==> config.mk <==
export PLATFORM = sky130hd
export DESIGN_NAME = line_editor_field_tokenizer_core
export DESIGN_NICKNAME = d
export VERILOG_FILES = /design/src/rtl/core/left_pkg.sv /design/src/rtl/core/left_ram.sv /design/src/rtl/core/line_editor_field_tokenizer_core.sv
export VERILOG_INCLUDE_DIRS = /design/src /design/src/rtl/core
export SDC_FILE = /design/constraint.sdc
export NUM_CORES = 1
export LEC_CHECK = 0
export ABC_CLOCK_PERIOD_IN_PS = 16820
export BUFFER_PORTS_ARGS = -buffer_cell sky130_fd_sc_hd__buf_2
export CORE_MARGIN = 10
export CORE_UTILIZATION = 45
export CTS_CLUSTER_DIAMETER = 80
export DETAILED_ROUTE_END_ITERATION = 16
export GPL_TIMING_DRIVEN = 1
export SLEW_MARGIN = 20
export SYNTH_ARGS = -nofsm -noshare
export SYNTH_HDL_FRONTEND = slang
export SYNTH_SLANG_ARGS = --single-unit
==> constraint.sdc <==
create_clock -name clk -period 16.82 [get_ports clk]
set_input_delay 3.364 -clock clk [delete_from_list [all_inputs] [get_ports clk]]
set_output_delay 3.364 -clock clk [all_outputs]
set_load 0.1 [all_outputs]
==> src/rtl/core/line_editor_field_tokenizer_core_defines.svh <==
// Assertion macros for the line editor and field tokenizer core.
// Included by rtl files that carry concurrent checks; no other dependencies.
`ifndef LINE_EDITOR_FIELD_TOKENIZER_CORE_DEFINES_SVH
`define LINE_EDITOR_FIELD_TOKENIZER_CORE_DEFINES_SVH

`ifndef SYNTHESIS
`define LEFT_ASSERT_IMP(label, clk, rst_n, ante, cons) \
  label: assert property (@(posedge clk) disable iff (!rst_n) (ante) |-> (cons)) \
    else $error("assertion failed");
`define LEFT_ASSERT_NXT(label, clk, rst_n, ante, cons) \
  label: assert property (@(posedge clk) disable iff (!rst_n) (ante) |=> (cons)) \
    else $error("assertion failed");
`else
`define LEFT_ASSERT_IMP(label, clk, rst_n, ante, cons)
`define LEFT_ASSERT_NXT(label, clk, rst_n, ante, cons)
`endif

`endif

==> src/rtl/core/left_pkg.sv <==
// Shared constants, result kinds and character classes for the line editor core.
// No dependencies.
package left_pkg;

  localparam int LINE_CHARS  = 80;
  localparam int FIELD_SLOTS = 8;
  localparam int IDX_W       = $clog2(LINE_CHARS);

  localparam logic [1:0] KIND_ECHO  = 2'd0;
  localparam logic [1:0] KIND_FIELD = 2'd1;
  localparam logic [1:0] KIND_END   = 2'd2;

  localparam logic [7:0] CH_LF     = 8'h0A;
  localparam logic [7:0] CH_CR     = 8'h0D;
  localparam logic [7:0] CH_BS     = 8'h08;
  localparam logic [7:0] CH_DEL    = 8'h7F;
  localparam logic [7:0] CH_SPACE  = 8'h20;
  localparam logic [7:0] CH_COMMA  = 8'h2C;
  localparam logic [7:0] CH_MINUS  = 8'h2D;
  localparam logic [7:0] CH_DOT    = 8'h2E;
  localparam logic [7:0] CH_STAR   = 8'h2A;
  localparam logic [7:0] CH_CARET  = 8'h5E;

  function automatic logic is_letter(input logic [7:0] c);
    return (c >= 8'h61 && c <= 8'h7A) || (c >= 8'h41 && c <= 8'h5A);
  endfunction

  function automatic logic is_numchar(input logic [7:0] c);
    return (c >= 8'h30 && c <= 8'h39) || c == CH_MINUS || c == CH_DOT;
  endfunction

endpackage

==> src/rtl/core/left_ram.sv <==
// Generic single write port, single read port RAM with registered read.
// No dependencies.
module left_ram #(
  parameter int WIDTH = 8,
  parameter int DEPTH = 80
) (
  input  logic                     clk,
  input  logic                     we,
  input  logic [$clog2(DEPTH)-1:0] waddr,
  input  logic [WIDTH-1:0]         wdata,
  input  logic [$clog2(DEPTH)-1:0] raddr,
  output logic [WIDTH-1:0]         rdata
);

  logic [WIDTH-1:0] mem [DEPTH];

  always_ff @(posedge clk) begin
    if (we) begin
      mem[waddr] <= wdata;
    end
    rdata <= mem[raddr];
  end

endmodule

==> src/rtl/core/line_editor_field_tokenizer_core.sv <==
// Line editor and field tokenizer, top level.
// Uses left_pkg, left_ram and the assertion macros in the defines header.
`include "line_editor_field_tokenizer_core_defines.svh"

// One received character per input beat. Ordinary keystrokes give one echo beat
// and the next character can be taken in the cycle after if the echo is not held
// by output back-pressure. LF, CR or a full line (LINE_CHARS-1 stored characters)
// starts a scan of the line RAM: each stored character passes a read issue state
// and then a classify state on the registered read data of the single read port,
// waiting on output back-pressure. The scan gives one field record per field and
// then an end record with the field total. The line RAM needs no clearing after
// reset; only positions below the write index are ever read.
module line_editor_field_tokenizer_core (
  input  logic        clk,
  input  logic        rst_n,
  input  logic        in_tvalid,
  output logic        in_tready,
  input  logic [7:0]  in_tdata,   // [7:0] char_in
  output logic        out_tvalid,
  input  logic        out_tready,
  output logic [31:0] out_tdata,  // [7:0] echo_char, [10:8] field_slot,
                                  // [17:11] field_start, [18] field_numeric,
                                  // [24:19] field_total, [25] overflow, rest zero
  output logic [1:0]  out_tuser,  // [1:0] kind
  output logic        out_tlast   // last
);
  import left_pkg::*;

  localparam logic [1:0] ST_IDLE  = 2'd0;
  localparam logic [1:0] ST_READ  = 2'd1;
  localparam logic [1:0] ST_CHECK = 2'd2;
  localparam logic [1:0] ST_END   = 2'd3;

  logic [1:0]       state_r, state_nxt;
  logic [IDX_W-1:0] wr_idx_r, wr_idx_nxt;
  logic [IDX_W-1:0] scan_i_r, scan_i_nxt;
  logic             letter_r, letter_nxt;
  logic             digit_r, digit_nxt;
  logic             refused_r, refused_nxt;
  logic             in_field_r, in_field_nxt;
  logic             ovf_r, ovf_nxt;
  logic [5:0]       total_r, total_nxt;
  logic             out_valid_r, out_valid_nxt;
  logic [31:0]      out_data_r, out_data_nxt;
  logic [1:0]       out_kind_r, out_kind_nxt;
  logic             out_last_r, out_last_nxt;

  logic             ram_we;
  logic [7:0]       ram_rdata;
  logic             out_free;
  logic             in_acc;
  logic [7:0]       c;
  logic             rd_field;
  logic             scan_done;

  left_ram #(.WIDTH(8), .DEPTH(LINE_CHARS)) u_line_ram (
    .clk   (clk),
    .we    (ram_we),
    .waddr (wr_idx_r),
    .wdata (c),
    .raddr (scan_i_r),
    .rdata (ram_rdata)
  );

  assign out_free  = !out_valid_r || out_tready;
  assign in_tready = (state_r == ST_IDLE) && out_free;
  assign in_acc    = in_tvalid && in_tready;
  assign c         = in_tdata;
  assign rd_field  = is_letter(ram_rdata) || is_numchar(ram_rdata);
  assign scan_done = (IDX_W'(scan_i_r + 1'b1) == wr_idx_r);

  assign out_tvalid = out_valid_r;
  assign out_tdata  = out_data_r;
  assign out_tuser  = out_kind_r;
  assign out_tlast  = out_last_r;

  always_comb begin
    state_nxt     = state_r;
    wr_idx_nxt    = wr_idx_r;
    scan_i_nxt    = scan_i_r;
    letter_nxt    = letter_r;
    digit_nxt     = digit_r;
    refused_nxt   = refused_r;
    in_field_nxt  = in_field_r;
    ovf_nxt       = ovf_r;
    total_nxt     = total_r;
    out_valid_nxt = out_valid_r && !out_tready;
    out_data_nxt  = out_data_r;
    out_kind_nxt  = out_kind_r;
    out_last_nxt  = out_last_r;
    ram_we        = 1'b0;

    unique case (state_r)
      ST_IDLE: begin
        if (in_acc) begin
          if (wr_idx_r == IDX_W'(LINE_CHARS - 1) || c == CH_LF || c == CH_CR) begin
            // line end: scan whatever is stored
            ovf_nxt      = (wr_idx_r == IDX_W'(LINE_CHARS - 1));
            scan_i_nxt   = '0;
            total_nxt    = '0;
            in_field_nxt = 1'b0;
            state_nxt    = (wr_idx_r == '0) ? ST_END : ST_READ;
          end else if (c == CH_BS || c == CH_DEL) begin
            if (wr_idx_r != '0) begin
              if (!refused_r) begin
                wr_idx_nxt = wr_idx_r - 1'b1;
              end
              out_valid_nxt = 1'b1;
              out_data_nxt  = {24'd0, c};
              out_kind_nxt  = KIND_ECHO;
              out_last_nxt  = 1'b1;
            end
          end else begin
            out_valid_nxt = 1'b1;
            out_kind_nxt  = KIND_ECHO;
            out_last_nxt  = 1'b1;
            out_data_nxt  = {24'd0, c};
            if (c == CH_SPACE || c == CH_COMMA) begin
              ram_we      = 1'b1;
              wr_idx_nxt  = wr_idx_r + 1'b1;
              letter_nxt  = 1'b0;
              digit_nxt   = 1'b0;
              refused_nxt = 1'b0;
            end else if (is_letter(c)) begin
              if (!digit_r) begin
                ram_we      = 1'b1;
                wr_idx_nxt  = wr_idx_r + 1'b1;
                letter_nxt  = 1'b1;
                refused_nxt = 1'b0;
              end else begin
                refused_nxt  = 1'b1;
                out_data_nxt = {24'd0, CH_STAR};
              end
            end else if (is_numchar(c)) begin
              if (!letter_r) begin
                ram_we      = 1'b1;
                wr_idx_nxt  = wr_idx_r + 1'b1;
                digit_nxt   = 1'b1;
                refused_nxt = 1'b0;
              end else begin
                refused_nxt  = 1'b1;
                out_data_nxt = {24'd0, CH_STAR};
              end
            end else begin
              refused_nxt  = 1'b1;
              out_data_nxt = {24'd0, CH_CARET};
            end
          end
        end
      end
      ST_READ: begin
        // read address is scan_i_r, data valid next cycle
        state_nxt = ST_CHECK;
      end
      ST_CHECK: begin
        if (rd_field && !in_field_r) begin
          if (out_free) begin
            out_valid_nxt = 1'b1;
            out_kind_nxt  = KIND_FIELD;
            out_last_nxt  = 1'b0;
            out_data_nxt  = {13'd0, is_numchar(ram_rdata), 7'(scan_i_r),
                             3'(total_r % FIELD_SLOTS), 8'd0};
            total_nxt     = total_r + 1'b1;
            in_field_nxt  = 1'b1;
            scan_i_nxt    = scan_i_r + 1'b1;
            state_nxt     = scan_done ? ST_END : ST_READ;
          end
        end else begin
          in_field_nxt = rd_field;
          scan_i_nxt   = scan_i_r + 1'b1;
          state_nxt    = scan_done ? ST_END : ST_READ;
        end
      end
      ST_END: begin
        if (out_free) begin
          out_valid_nxt = 1'b1;
          out_kind_nxt  = KIND_END;
          out_last_nxt  = 1'b1;
          out_data_nxt  = {6'd0, ovf_r, total_r, 19'd0};
          wr_idx_nxt    = '0;
          letter_nxt    = 1'b0;
          digit_nxt     = 1'b0;
          refused_nxt   = 1'b0;
          state_nxt     = ST_IDLE;
        end
      end
      default: begin
        state_nxt = ST_IDLE;
      end
    endcase
  end

  always_ff @(posedge clk) begin
    if (!rst_n) begin
      state_r     <= ST_IDLE;
      wr_idx_r    <= '0;
      letter_r    <= 1'b0;
      digit_r     <= 1'b0;
      refused_r   <= 1'b0;
      out_valid_r <= 1'b0;
    end else begin
      state_r     <= state_nxt;
      wr_idx_r    <= wr_idx_nxt;
      letter_r    <= letter_nxt;
      digit_r     <= digit_nxt;
      refused_r   <= refused_nxt;
      out_valid_r <= out_valid_nxt;
    end
  end

  always_ff @(posedge clk) begin
    scan_i_r   <= scan_i_nxt;
    in_field_r <= in_field_nxt;
    ovf_r      <= ovf_nxt;
    total_r    <= total_nxt;
    out_data_r <= out_data_nxt;
    out_kind_r <= out_kind_nxt;
    out_last_r <= out_last_nxt;
  end

  // write index never passes the overflow point
  `LEFT_ASSERT_IMP(a_wr_idx_range, clk, rst_n, 1'b1, wr_idx_r <= IDX_W'(LINE_CHARS - 1))
  // scan stays inside the stored characters
  `LEFT_ASSERT_IMP(a_scan_range, clk, rst_n, state_r == ST_CHECK, scan_i_r < wr_idx_r)
  // end record always closes the beat train of a line
  `LEFT_ASSERT_IMP(a_end_last, clk, rst_n, out_valid_r && out_kind_r == KIND_END, out_last_r)
  // issuing the end record empties the line
  `LEFT_ASSERT_NXT(a_end_clears, clk, rst_n, state_r == ST_END && out_free,
                   wr_idx_r == '0 && state_r == ST_IDLE)

endmodule
==> results of run 1 <==
power by group:
group	leakage [nW]	total (mW)	switching (mW)	internal, mW
Clock	1.23	1.69	0.651	1.04
Sequential	6.36	2.04	0.0306	2.01
Combinational	2.66	0.780	0.586	0.194
state kept, by name, indices dropped and copies added (netlist names), 2 cells and up:
signal            flops
u_line_ram.mem      640
out_tdata            26
u_line_ram.rdata      8
scan_i_r              7
wr_idx_r              7
total_r               6
out_tuser             2
state_r               2
area by class of cell:
type | count | area share (%)
sequential | 705 | 65.7
multi-input combinational | 688 | 21.7
clock buffer | 85 | 6.07
tap | 837 | 3.29
clock inverter | 44 | 1.80
timing repair buffer | 59 | 1.18
inverter | 18 | 0.212
Yosys cell counts (6+ instances only):
| cell | instances | area [µm²] |
|---|---|---|
| a21oi_1 | 13 | 65.1 |
| a221oi_1 | 8 | 70.1 |
| a22oi_1 | 48 | 360 |
| and2_1 | 28 | 175 |
| and3_1 | 8 | 50.1 |
| buf_1 | 19 | 71.3 |
| buf_2 | 25 | 125 |
| buf_4 | 10 | 75.1 |
| clkbuf_1 | 28 | 105 |
| dfxtp_1 | 21 | 420 |
| edfxtp_1 | 684 | 20500 |
| ha_1 | 12 | 150 |
| inv_1 | 18 | 67.6 |
| mux2i_1 | 70 | 701 |
| mux4_2 | 152 | 3420 |
| nand2_1 | 39 | 146 |
| nand2_2 | 6 | 37.5 |
| nand3_1 | 41 | 205 |
| nand4_1 | 8 | 50.1 |
| nor2_1 | 125 | 469 |
| nor2b_1 | 12 | 75.1 |
| o211ai_1 | 8 | 60.1 |
| o21ai_0 | 9 | 45.0 |
| xnor2_1 | 12 | 105 |
| xor2_1 | 10 | 87.6 |
routing by layer:
| layer | global-route usage [%] | up-vias | part of all wire (%) |
|---|---|---|---|
| li1 | - | 6089 | - |
| met1 | 25.1 | 7285 | 45 |
| met2 | 26.3 | 587 | 46 |
| met3 | 3.52 | 80 | 7.5 |
| met4 | 4.84 | 0 | 1.8 |
| met5 | 0 | - | 0 |
cell families (layout without fill, tap and decap cells):
kind of cell	count (synthesis)	in the layout	synth area share, %
flops	705	705	74.2
simple gates	297	297	5.05
mux	222	222	14.6
compound gates	119	119	3.32
buf+inv	100	206	1.57
xor+xnor	22	22	0.682
fa+ha+maj	13	13	0.602
other cells	1	15	0.0133
per-stage QoR:
step                cell area, µm²  util [%]  setup WS [ns]  total power [mW]  hold WS, ns
floorplan                    28300         -           7.33              2.67        0.460
global placement             29400      47.4           9.37              2.85        0.489
detailed placement           29400      47.4           9.22              2.86        0.491
CTS                          31900      51.5           9.35              4.55        0.499
global route                 31900      51.5           9.32              4.66        0.527
finish                       31900      51.5           9.35              4.51        0.497
path summary, 6_finish.rpt:
path,startpoint,endpoint,slack (ns),cells past startpoint
hold reg to reg,digit_r,digit_r,0.50,2
setup / recovery,out_tready,in_tready,9.35,4
hold / removal,digit_r,digit_r,0.50,2
setup reg to reg,wr_idx_r[5],u_line_ram.mem[75][7],13.05,6
worst min-delay path, cell delays in order, from the launching register on:
cell     delay [ns]
dfxtp_1        0.32
nand2_1        0.06
o21ai_0        0.07
==> results.md, run 1 <==
* Status: completed
* Drt pass-1 iters at 7
* Core Region at 61,900 µm²
* Clk buf depth at 3
* Most common cell after layout, fill and taps aside: edfxtp_1
* Count of different cell masters after synthesis at 62
* I/O pin cnt at 49
* Post-CTS Setup Inserts at 0
* Worst-path fanout max at 3
* Cts bufs inserted at 72
* Hold Fails Final Rpt at 0
* Area Growth Syn to Fin at 12.8%
* Die width at 271 µm
* Setup crit start kind: input port
* CTS H-tree lvls at 3
* #FFs+latches synth at 705
* GP Congestion at 0.835
* CP Buf/Inv Count at 2
* P_leak at 10.2 nW
* Clock insertion delay at the later pin of the skew report at 0.62 ns
* Crit-path leading delay family: buffers and inverters
* Fillers at 4,939
* Final wirelength at 63,600 µm
* CTS tree: built
* Synth Instances at 1,479
* Worst Skew at 0.0271 ns
* Critical path class: input port to output port
* Share of post-route cells with drive strength above 1 at 20.9%
* Initial DRC count at 1,563
* Post-synth ARST share at 0%
* HP Class: flop to flop
* Final net count at 1,569
* Clk sinks at 705
* Worst-path clk slew at 0.06 ns
* Power Density at 141 nW/µm²
* DR vias/cell at 5.76
* Commonest cells after routing, fill and taps aside: edfxtp_1, mux4_2, nor2_1
* Slew margin rel. at 22.0%
* Post-CTS Hold Buffers at 0
* Number of max-cap violations at 0
* Post-synth EDFFs at 684
* Register area share after synthesis at 74.2%
* Multi-input logic area at 6920 µm²
* CTS resizes at 0
* Die area at 73,200 µm²
* Slew of the pin with the lowest slew margin at 1.17 ns
* Slowest CP cell: buf_2
* Critical Path RT at 13.46 ns
* Starting Density at 45.6%
* Worst path most repeated cell: buf_2
* Largest net degree at the start of global routing at 153
* Drc violations at 0
* TNS Setup at 0 ns
* Routed length per placed instance at 26.1 µm
* Crit path DAT at 4.11 ns
* Tcrit/Tclk final at 44.4%
* Post-Syn Area at 28,300 µm²
* CP cell instances: buf_2, nor2b_1, nor2_1, buf_2
* Tmin final at 7.47 ns
* Fin cells at 2,436
* FF+latch area at 21,000 µm²
* Slowest stage delay, CP at 0.45 ns
* Slew Limit Fails at 0
* Dpl cells at 2,307
* # setup viols final at 0
* Ant diodes at 0
* Routed vias at 14.0k
* Buffers added on ports at 42
* YS warnings at 0
* Syn avg cell area at 19.1 µm²
* Core Rows at 91
* Vias in the first global route at 14.0k
* FMAX at 134 MHz
* Worst VDD drop at 0.0000729 V
* RSZ-0062 raised after global routing: no
* Die Y at 271 µm
* Grt ovf at 0
* First-pass GRT wire length at 95,300 µm
* GRT Overall Usage at 17.3%
* Initial antenna violation count at 0
* Kind of capture point of the worst setup path: output port
* Post-detail-place hpwl at 38,500 µm
* Top FF cell, synth: edfxtp_1
* Root Driver: clkbuf_16
* Routed Antenna Nets at 0
No activity file was read; power rests on OpenSTA's default activity.
==> run 2, diff against run 1 <==
--- a/config.mk
+++ b/config.mk
@@ -6,7 +6,8 @@
 export SDC_FILE = /design/constraint.sdc
 export NUM_CORES = 1
 export LEC_CHECK = 0
-export ABC_CLOCK_PERIOD_IN_PS = 16820
+export ABC_AREA = 1
+export ABC_CLOCK_PERIOD_IN_PS = 7750
 export BUFFER_PORTS_ARGS = -buffer_cell sky130_fd_sc_hd__buf_2
 export CORE_MARGIN = 10
 export CORE_UTILIZATION = 45
==> constraint.sdc (replaced) <==
create_clock -name clk -period 7.75 [get_ports clk]
set_input_delay 1.55 -clock clk [delete_from_list [all_inputs] [get_ports clk]]
set_output_delay 1.55 -clock clk [all_outputs]
set_load 0.1 [all_outputs]
==> run 2 against run 1 <==
Against the previous run: synthesized area rose by 5.1%; worst hold slack better by 0.029 ns; synthesized cell count rose by 79%; wire length increased by 27%; register-to-register slack worse by 8.9 ns; power rose by 85%; clock power grew 110%.
==> results.md, run 2 <==
* CTS tree: built (unchanged)
* Synth cell count leaders: edfxtp_1, nor2_1, nand2_1 (was edfxtp_1, mux4_2, nor2_1)
* Slew of the pin with the lowest slew margin at 0.998 ns (was 1.17 ns)
* Top FF cell, synth: edfxtp_1 (unchanged)
* Worst Skew at 0.0164 ns (was 0.0271 ns)
* Commonest cells after routing, fill and taps aside: edfxtp_1, nor2_1, nand2_1 (was edfxtp_1, mux4_2, nor2_1)
* R2R Path End: u_line_ram.rdata[3] (was u_line_ram.mem[75][7])
* Count leader, synth: edfxtp_1 (unchanged)
* Worst hold slack at 0.527 ns (was 0.497 ns)
* GP Congestion at 0.909 (was 0.835)
* Fillers at 5,826 (was 4,939)
* Drt pass-1 iters at 6 (was 7)
* Slew Limit Fails at 0 (unchanged)
* Fin util at 50.4% (was 51.5%)
* Vias in the first global route at 19.8k (was 14.0k)
* Worst VDD drop at 0.000219 V (was 0.0000729 V)
* Post-Syn Area at 29,700 µm² (was 28,300 µm²)
* Hold Fails Final Rpt at 0 (unchanged)
* Root Driver: clkbuf_16 (unchanged)
* Drc violations at 0 (unchanged)
* Simple-gate share of the synthesized area at 16.1% (was 5.05%)
* Area contributors post-synth: edfxtp_1, nor2_1, o21ai_0, nand2_1, nand3_1 (was edfxtp_1, mux4_2, mux2i_1, nor2_1, dfxtp_1)
* FMAX at 228 MHz
* Post-detail-place hpwl at 48,100 µm (was 38,500 µm)
* Tmin final at 4.39 ns
* Routed Antenna Nets at 0 (unchanged)
* CP Buf/Inv Count at 1 (was 2)
* Placed Area at 30,600 µm² (was 29,400 µm²)
* Post-Synth Adder-Cell Area at 0.573% (was 0.602%)
* Post-synth ARST share at 0% (unchanged)
* Final wirelength at 80,500 µm (was 63,600 µm)
* WHS Path Cells at 2 (unchanged)
* Final net count at 2,688 (was 1,569)
* Initial antenna violation count at 1 (was 0)
* Tcrit/Tclk final at 56.7%
* Pwr Total at 8.33 mW (was 4.51 mW)
* TNS Setup at 0 ns (unchanged)
* Slowest stage delay, CP at 0.77 ns (was 0.45 ns)
* Kind of capture point of the worst setup path: flop (was output port)
* Multi-input logic area at 7500 µm² (was 6920 µm²)
* Number of max-cap violations at 0 (unchanged)
* Die width at 277 µm (was 271 µm)
* Core Rows at 94 (was 91)
* Crit path DAT at 4.65 ns (was 4.11 ns)
* Multiplexer share of the synthesized area at 0% (was 14.6%)
* HP Class: flop to flop (unchanged)
* Leading area contributor after synthesis: edfxtp_1 (unchanged)
* Die Y at 277 µm (was 271 µm)
* Dpl ws at 2.69 ns (was 9.22 ns)
* CTS H-tree lvls at 3 (unchanged)
* Share of post-route cells with drive strength above 1 at 8.34% (was 20.9%)
* Compound-Gate Fraction of Synth Area at 8.31% (was 3.32%)
* Min-Delay Startpoint: ovf_r (was digit_r)
* Post-CTS Setup Inserts at 0 (unchanged)
* Worst-path clk slew at 0.06 ns (about the same)
* Dpl cells at 3,451 (was 2,307)
* Fin cells at 3,588 (was 2,436)
* Cts bufs inserted at 74 (was 72)
* Most common cell after layout, fill and taps aside: edfxtp_1 (unchanged)
* #FFs+latches synth at 705 (unchanged)
* Share of the synthesized area in the top cell type at 69.1% (was 72.7%)
* Top reg by flops: u_line_ram.mem (unchanged)
* Core Region at 65,600 µm² (was 61,900 µm²)
* R2r setup slk at 4.15 ns (was 13.05 ns)
* Largest net degree at the start of global routing at 224 (was 153)
* CTS resizes at 0 (unchanged)
* Critical Path RT at 8.01 ns (was 13.46 ns)
* Initial DRC count at 2,336 (was 1,563)
* Worst-path fanout max at 46 (was 3)
* Crit. Startpoint: in_tdata[1] (was out_tready)
* Finished Cell Area at 33,100 µm² (was 31,900 µm²)
* Die area at 76,700 µm² (was 73,200 µm²)
* CP cell instances: buf_4, nand2_1, nand2_1, nor2_1, nand2_1, nand2_1, nor2_2, nand3_2, nor2_1 (was buf_2, nor2b_1, nor2_1, buf_2)
* Area Growth Syn to Fin at 11.3% (was 12.8%)
* First-pass GRT wire length at 121,000 µm (was 95,300 µm)
* DR vias/cell at 5.60 (was 5.76)
* Routed vias at 20.1k (was 14.0k)
* Routed length per placed instance at 22.4 µm (was 26.1 µm)
* Critical path class: input port to flop (was input port to output port)
* RSZ-0062 raised after global routing: no (unchanged)
* YS warnings at 0 (unchanged)
* Status: completed (unchanged)
* Largest family of logic cells by synthesized area: simple AND/OR/NAND/NOR gates (was multiplexers)
* Total stage count of the critical path at 9 (was 4)
* Worst path most repeated cell: nand2_1 (was buf_2)
* I/O pin cnt at 49 (unchanged)
* # setup viols final at 0 (unchanged)
* Register area share after synthesis at 70.5% (was 74.2%)
* Post-Synth XOR/XNOR Area at 0.0295% (was 0.682%)
* Post-synth EDFFs at 684 (unchanged)
* Slowest CP cell: nor2_1 (was buf_2)
* End of the critical path: u_line_ram.mem[1][0] (was in_tready)
* Slew margin rel. at 33.5% (was 22.0%)
* Crit-path leading delay family: simple AND/OR/NAND/NOR gates (was buffers and inverters)
* Clk buf depth at 3 (unchanged)
* Max reg flops at 640 (unchanged)
* RR Startpoint: scan_i_r[1] (was wr_idx_r[5])
* Setup crit start kind: input port (unchanged)
* P_leak at 11.8 nW (was 10.2 nW)
* Power Density at 252 nW/µm² (was 141 nW/µm²)
* Clk sinks at 705 (unchanged)
* GRT Overall Usage at 20.5% (was 17.3%)
* Grt ovf at 0 (unchanged)
* Count of different cell masters after synthesis at 39 (was 62)
* Clock insertion delay at the later pin of the skew report at 0.63 ns (was 0.62 ns)
* Final worst slack at 3.36 ns (was 9.35 ns)
* Starting Density at 45.3% (was 45.6%)
* Buffers added on ports at 42 (unchanged)
* Synth Instances at 2,654 (was 1,479)
* FF+latch area at 21,000 µm² (unchanged)
* Worst R2R Path Depth at 11 (was 6)
* Post-CTS Hold Buffers at 0 (unchanged)
* Syn avg cell area at 11.2 µm² (was 19.1 µm²)
==> run 2: logic make-up after synthesis <==
group                    after synthesis
other                                  1
XOR/XNOR                               1
flip-flops                           705
AO/OA/AOI/OAI                        465
adder cells (fa/ha/maj)               13
buffers and inverters                313
AND/OR/NAND/NOR                     1156
==> run 2: report_power, final <==
part / leakage [nW] / switching (mW) / total [mW] / internal (mW)
logic: 4.21 / 0.436 / 0.507 / 0.0710
registers: 6.35 / 0.0207 / 4.25 / 4.23
clock network: 1.20 / 1.46 / 3.57 / 2.12
==> run 2: routing by layer <==
layer | track usage, % | share of wire [%] | vias up
li1 | - | - | 9268
met1 | 26.8 | 42 | 9820
met2 | 33.7 | 48 | 853
met3 | 3.69 | 7.0 | 157
met4 | 8.06 | 3.5 | 2
met5 | 0 | 0.016 | -
==> run 2: worst min-delay path by stage <==
stage	to	slack, ns
finish	out_tdata[25]	0.53
CTS	out_tdata[25]	0.53
floorplan	state_r[1]	0.48
global route	refused_r	0.56
detailed placement	out_tdata[25]	0.51
global placement	state_r[1]	0.51
==> run 2: layout make-up <==
type | instances | area share [%]
Clock buffer | 88 | 5.92
Sequential cell | 705 | 63.4
Multi-Input combinational cell | 1650 | 22.7
Tap cell | 864 | 3.27
Inverter | 165 | 1.90
Timing Repair Buffer | 67 | 1.31
Clock inverter | 48 | 1.53
Antenna cell | 1 | 0.00757
==> run 2: worst reg2reg max path, delay by kind of cell, from the launching register on <==
kind                   cells  cell delay (ns)
buffers and inverters      3             1.54
DFF                        1             0.42
and+or+nand+nor            8             1.51
==> run 3, diff against run 2 <==
--- a/config.mk
+++ b/config.mk
@@ -7,7 +7,7 @@
 export NUM_CORES = 1
 export LEC_CHECK = 0
 export ABC_AREA = 1
-export ABC_CLOCK_PERIOD_IN_PS = 7750
+export ABC_CLOCK_PERIOD_IN_PS = 3700
 export BUFFER_PORTS_ARGS = -buffer_cell sky130_fd_sc_hd__buf_2
 export CORE_MARGIN = 10
 export CORE_UTILIZATION = 45
==> constraint.sdc (replaced) <==
create_clock -name clk -period 3.7 [get_ports clk]
set_input_delay 0.74 -clock clk [delete_from_list [all_inputs] [get_ports clk]]
set_output_delay 0.74 -clock clk [all_outputs]
set_load 0.1 [all_outputs]
==> run 3 against run 2 <==
Against the previous run: flip-flop and latch count is the same; final area grew 0.78%; setup slack lost 2.7 ns; first-iteration DRC count shrank 7.4%; clock power grew 110%; highest routed layer is now met4; clock skew is essentially flat; critical endpoint is now in_tready; sequential share of layout area shrank 0.49 points; power grew 110%; wire length grew 0.63%.
==> results.md, run 3 (synthesis results as in run 2) <==
* GP Congestion at 0.937 (was 0.909)
* Worst-path clk slew at 0.06 ns (about the same)
* CP Buf/Inv Count at 3 (was 1)
* Post-CTS Setup Inserts at 0 (unchanged)
* DR vias/cell at 5.59 (was 5.60)
* R2r setup slk at 0.72 ns (was 4.15 ns)
* GRT Overall Usage at 20.7% (was 20.5%)
* Crit-path leading delay family: buffers and inverters (was simple AND/OR/NAND/NOR gates)
* TNS Setup at 0 ns (unchanged)
* Worst VDD drop at 0.000482 V (was 0.000219 V)
* Max layer used: met4 (was met5)
* Status: completed (unchanged)
* Starting Density at 45.3% (unchanged)
* Routed Antenna Nets at 0 (unchanged)
* R2R Path End: u_line_ram.mem[57][7] (was u_line_ram.rdata[3])
* WL met3 at 6940 µm (was 5660 µm)
* Worst Hold Path EP: state_r[1] (was out_tdata[25])
* RR Startpoint: state_r[0] (was scan_i_r[1])
* Die area at 76,700 µm² (unchanged)
* Share of post-route cells with drive strength above 1 at 9.11% (was 8.34%)
* Tcrit/Tclk final at 82.3%
* HP Class: input port to flop (was flop to flop)
* First-pass GRT wire length at 122,000 µm (was 121,000 µm)
* Slowest CP cell: buf_2 (was nor2_1)
* Drc violations at 0 (unchanged)
* Initial antenna violation count at 1 (unchanged)
* Number of max-cap violations at 0 (unchanged)
* Top reg by flops: u_line_ram.mem (unchanged)
* Clk sinks at 705 (unchanged)
* Grt ovf at 0 (unchanged)
* Max reg flops at 640 (unchanged)
* Die width at 277 µm (unchanged)
* RSZ-0062 raised after global routing: no (unchanged)
* Post-CTS Hold Buffers at 0 (unchanged)
* Metal2 WL at 37,600 µm (was 38,400 µm)
* CTS tree: built (unchanged)
* Slowest stage delay, CP at 0.46 ns (was 0.77 ns)
* WHS Path Cells at 3 (was 2)
* Slew margin rel. at 29.2% (was 33.5%)
* Buffers added on ports at 42 (unchanged)
* Crit. Startpoint: state_r[0] (was in_tdata[1])
* Setup crit start kind: flop (was input port)
* Slew Limit Fails at 0 (unchanged)
* Core Region at 65,600 µm² (unchanged)
* Die Y at 277 µm (unchanged)
* Cts bufs inserted at 74 (unchanged)
* Root Driver: clkbuf_16 (unchanged)
* Core Rows at 94 (unchanged)
* Initial DRC count at 2,164 (was 2,336)
* Routed length per placed instance at 22.4 µm (about the same)
* # setup viols final at 0 (unchanged)
* Crit path DAT at 2.30 ns (was 4.65 ns)
* Fin util at 50.8% (was 50.4%)
* Worst path most repeated cell: inv_1 (was nand2_1)
* Drt pass-1 iters at 5 (was 6)
* Slew of the pin with the lowest slew margin at 1.06 ns (was 0.998 ns)
* Largest net degree at the start of global routing at 122 (was 224)
* Min-Delay Startpoint: rst_n (was ovf_r)
* Hold Fails Final Rpt at 0 (unchanged)
* Vias in the first global route at 20.0k (was 19.8k)
* Critical path class: flop to output port (was input port to flop)
* Worst Skew at 0.0161 ns (was 0.0164 ns)
* Routed vias at 20.2k (was 20.1k)
* Commonest cells after routing, fill and taps aside: edfxtp_1, nor2_1, nand2_1 (unchanged)
* Clock insertion delay at the later pin of the skew report at 0.60 ns (was 0.63 ns)
* I/O pin cnt at 49 (unchanged)
* Tmin final at 3.04 ns
* Power Density at 525 nW/µm² (was 252 nW/µm²)
* P_leak at 11.9 nW (was 11.8 nW)
* Worst R2R Path Depth at 7 (was 11)
* Final net count at 2,714 (was 2,688)
* Worst-path fanout max at 10 (was 46)
* CP cell instances: inv_1, ha_1, inv_1, nor2_1, buf_2 (was buf_4, nand2_1, nand2_1, nor2_1, nand2_1, nand2_1, nor2_2, nand3_2, nor2_1)
* CTS resizes at 0 (unchanged)
* Clk buf depth at 3 (unchanged)
* Most common cell after layout, fill and taps aside: edfxtp_1 (unchanged)
* Area Growth Syn to Fin at 12.2% (was 11.3%)
* Critical Path RT at 2.96 ns (was 8.01 ns)
* Metal-1 WL at 33,900 µm (was 33,700 µm)
* Post-detail-place hpwl at 49,300 µm (was 48,100 µm)
* CTS H-tree lvls at 3 (unchanged)
* FMAX at 328 MHz
* Kind of capture point of the worst setup path: output port (was flop)
* Final wirelength at 81,000 µm (was 80,500 µm)
## run 3: changes by cell type in the layout (fill, tap and decap cells not counted), moves of 2 or more
cell / change
buf_12: +5
buf_4: +22
clkbuf_16: +3
clkinv_2: -4
clkinv_4: +3
clkinvlp_4: -2
inv_6: -2
## run 3: through the flow
step | area [µm²] | worst slack [ns] | power (mW) | instances | hold WS (ns)
finish | 33300 | 0.656 | 17.5 | 3610 | 0.498
global placement | 30900 | 0.425 | 10.2 | 3477 | 0.497
CTS | 33300 | 0.635 | 17.6 | 3609 | 0.462
global route | 33300 | 0.503 | 18.0 | 3609 | 0.498
floorplan | 29800 | 0.666 | 9.76 | 2668 | 0.479
detailed placement | 30900 | 0.311 | 10.2 | 3477 | 0.500
## run 3: layout make-up
| cell class | instances | area, µm² |
|---|---|---|
| Clock buffer | 92 | 2050 |
| Inverter | 165 | 627 |
| Clock inverter | 40 | 419 |
| Sequential cell | 705 | 21000 |
| Multi-Input combinational cell | 1650 | 7510 |
| Fill cell | 5726 | 32300 |
| Tap cell | 864 | 1080 |
| Timing Repair Buffer | 93 | 688 |
| Antenna cell | 1 | 2.50 |
## run 3: how the worst max path moves through the flow
stage                       endpoint  cells after the start
6_report                   in_tready                      5
3_5_place_dp   u_line_ram.mem[12][5]                     10
2_1_floorplan              in_tready                      5
3_3_place_gp   u_line_ram.mem[70][1]                     10
4_1_cts                    in_tready                      5
5_1_grt        u_line_ram.mem[41][3]                      7
## run 3: metal layers
layer,vias up,GRT usage [%]
met5,-,0
met4,0,7.83
met3,150,3.69
met2,886,33.2
met1,9825,27.7
li1,9313,-
## run 3: worst register-to-register path: cells and delay by family, from the launching register on
kind                       cells  cell delay (ns)
and+or+nand+nor                4             1.50
DFF                            1             0.35
adders and majority gates      1             0.39
buffers and inverters          2             0.37
## run 3: power by group
part           internal (mW)  switching [mW]
registers               8.85          0.0453
clock network           4.49            3.01
logic                  0.165           0.925
total                   13.5            3.98
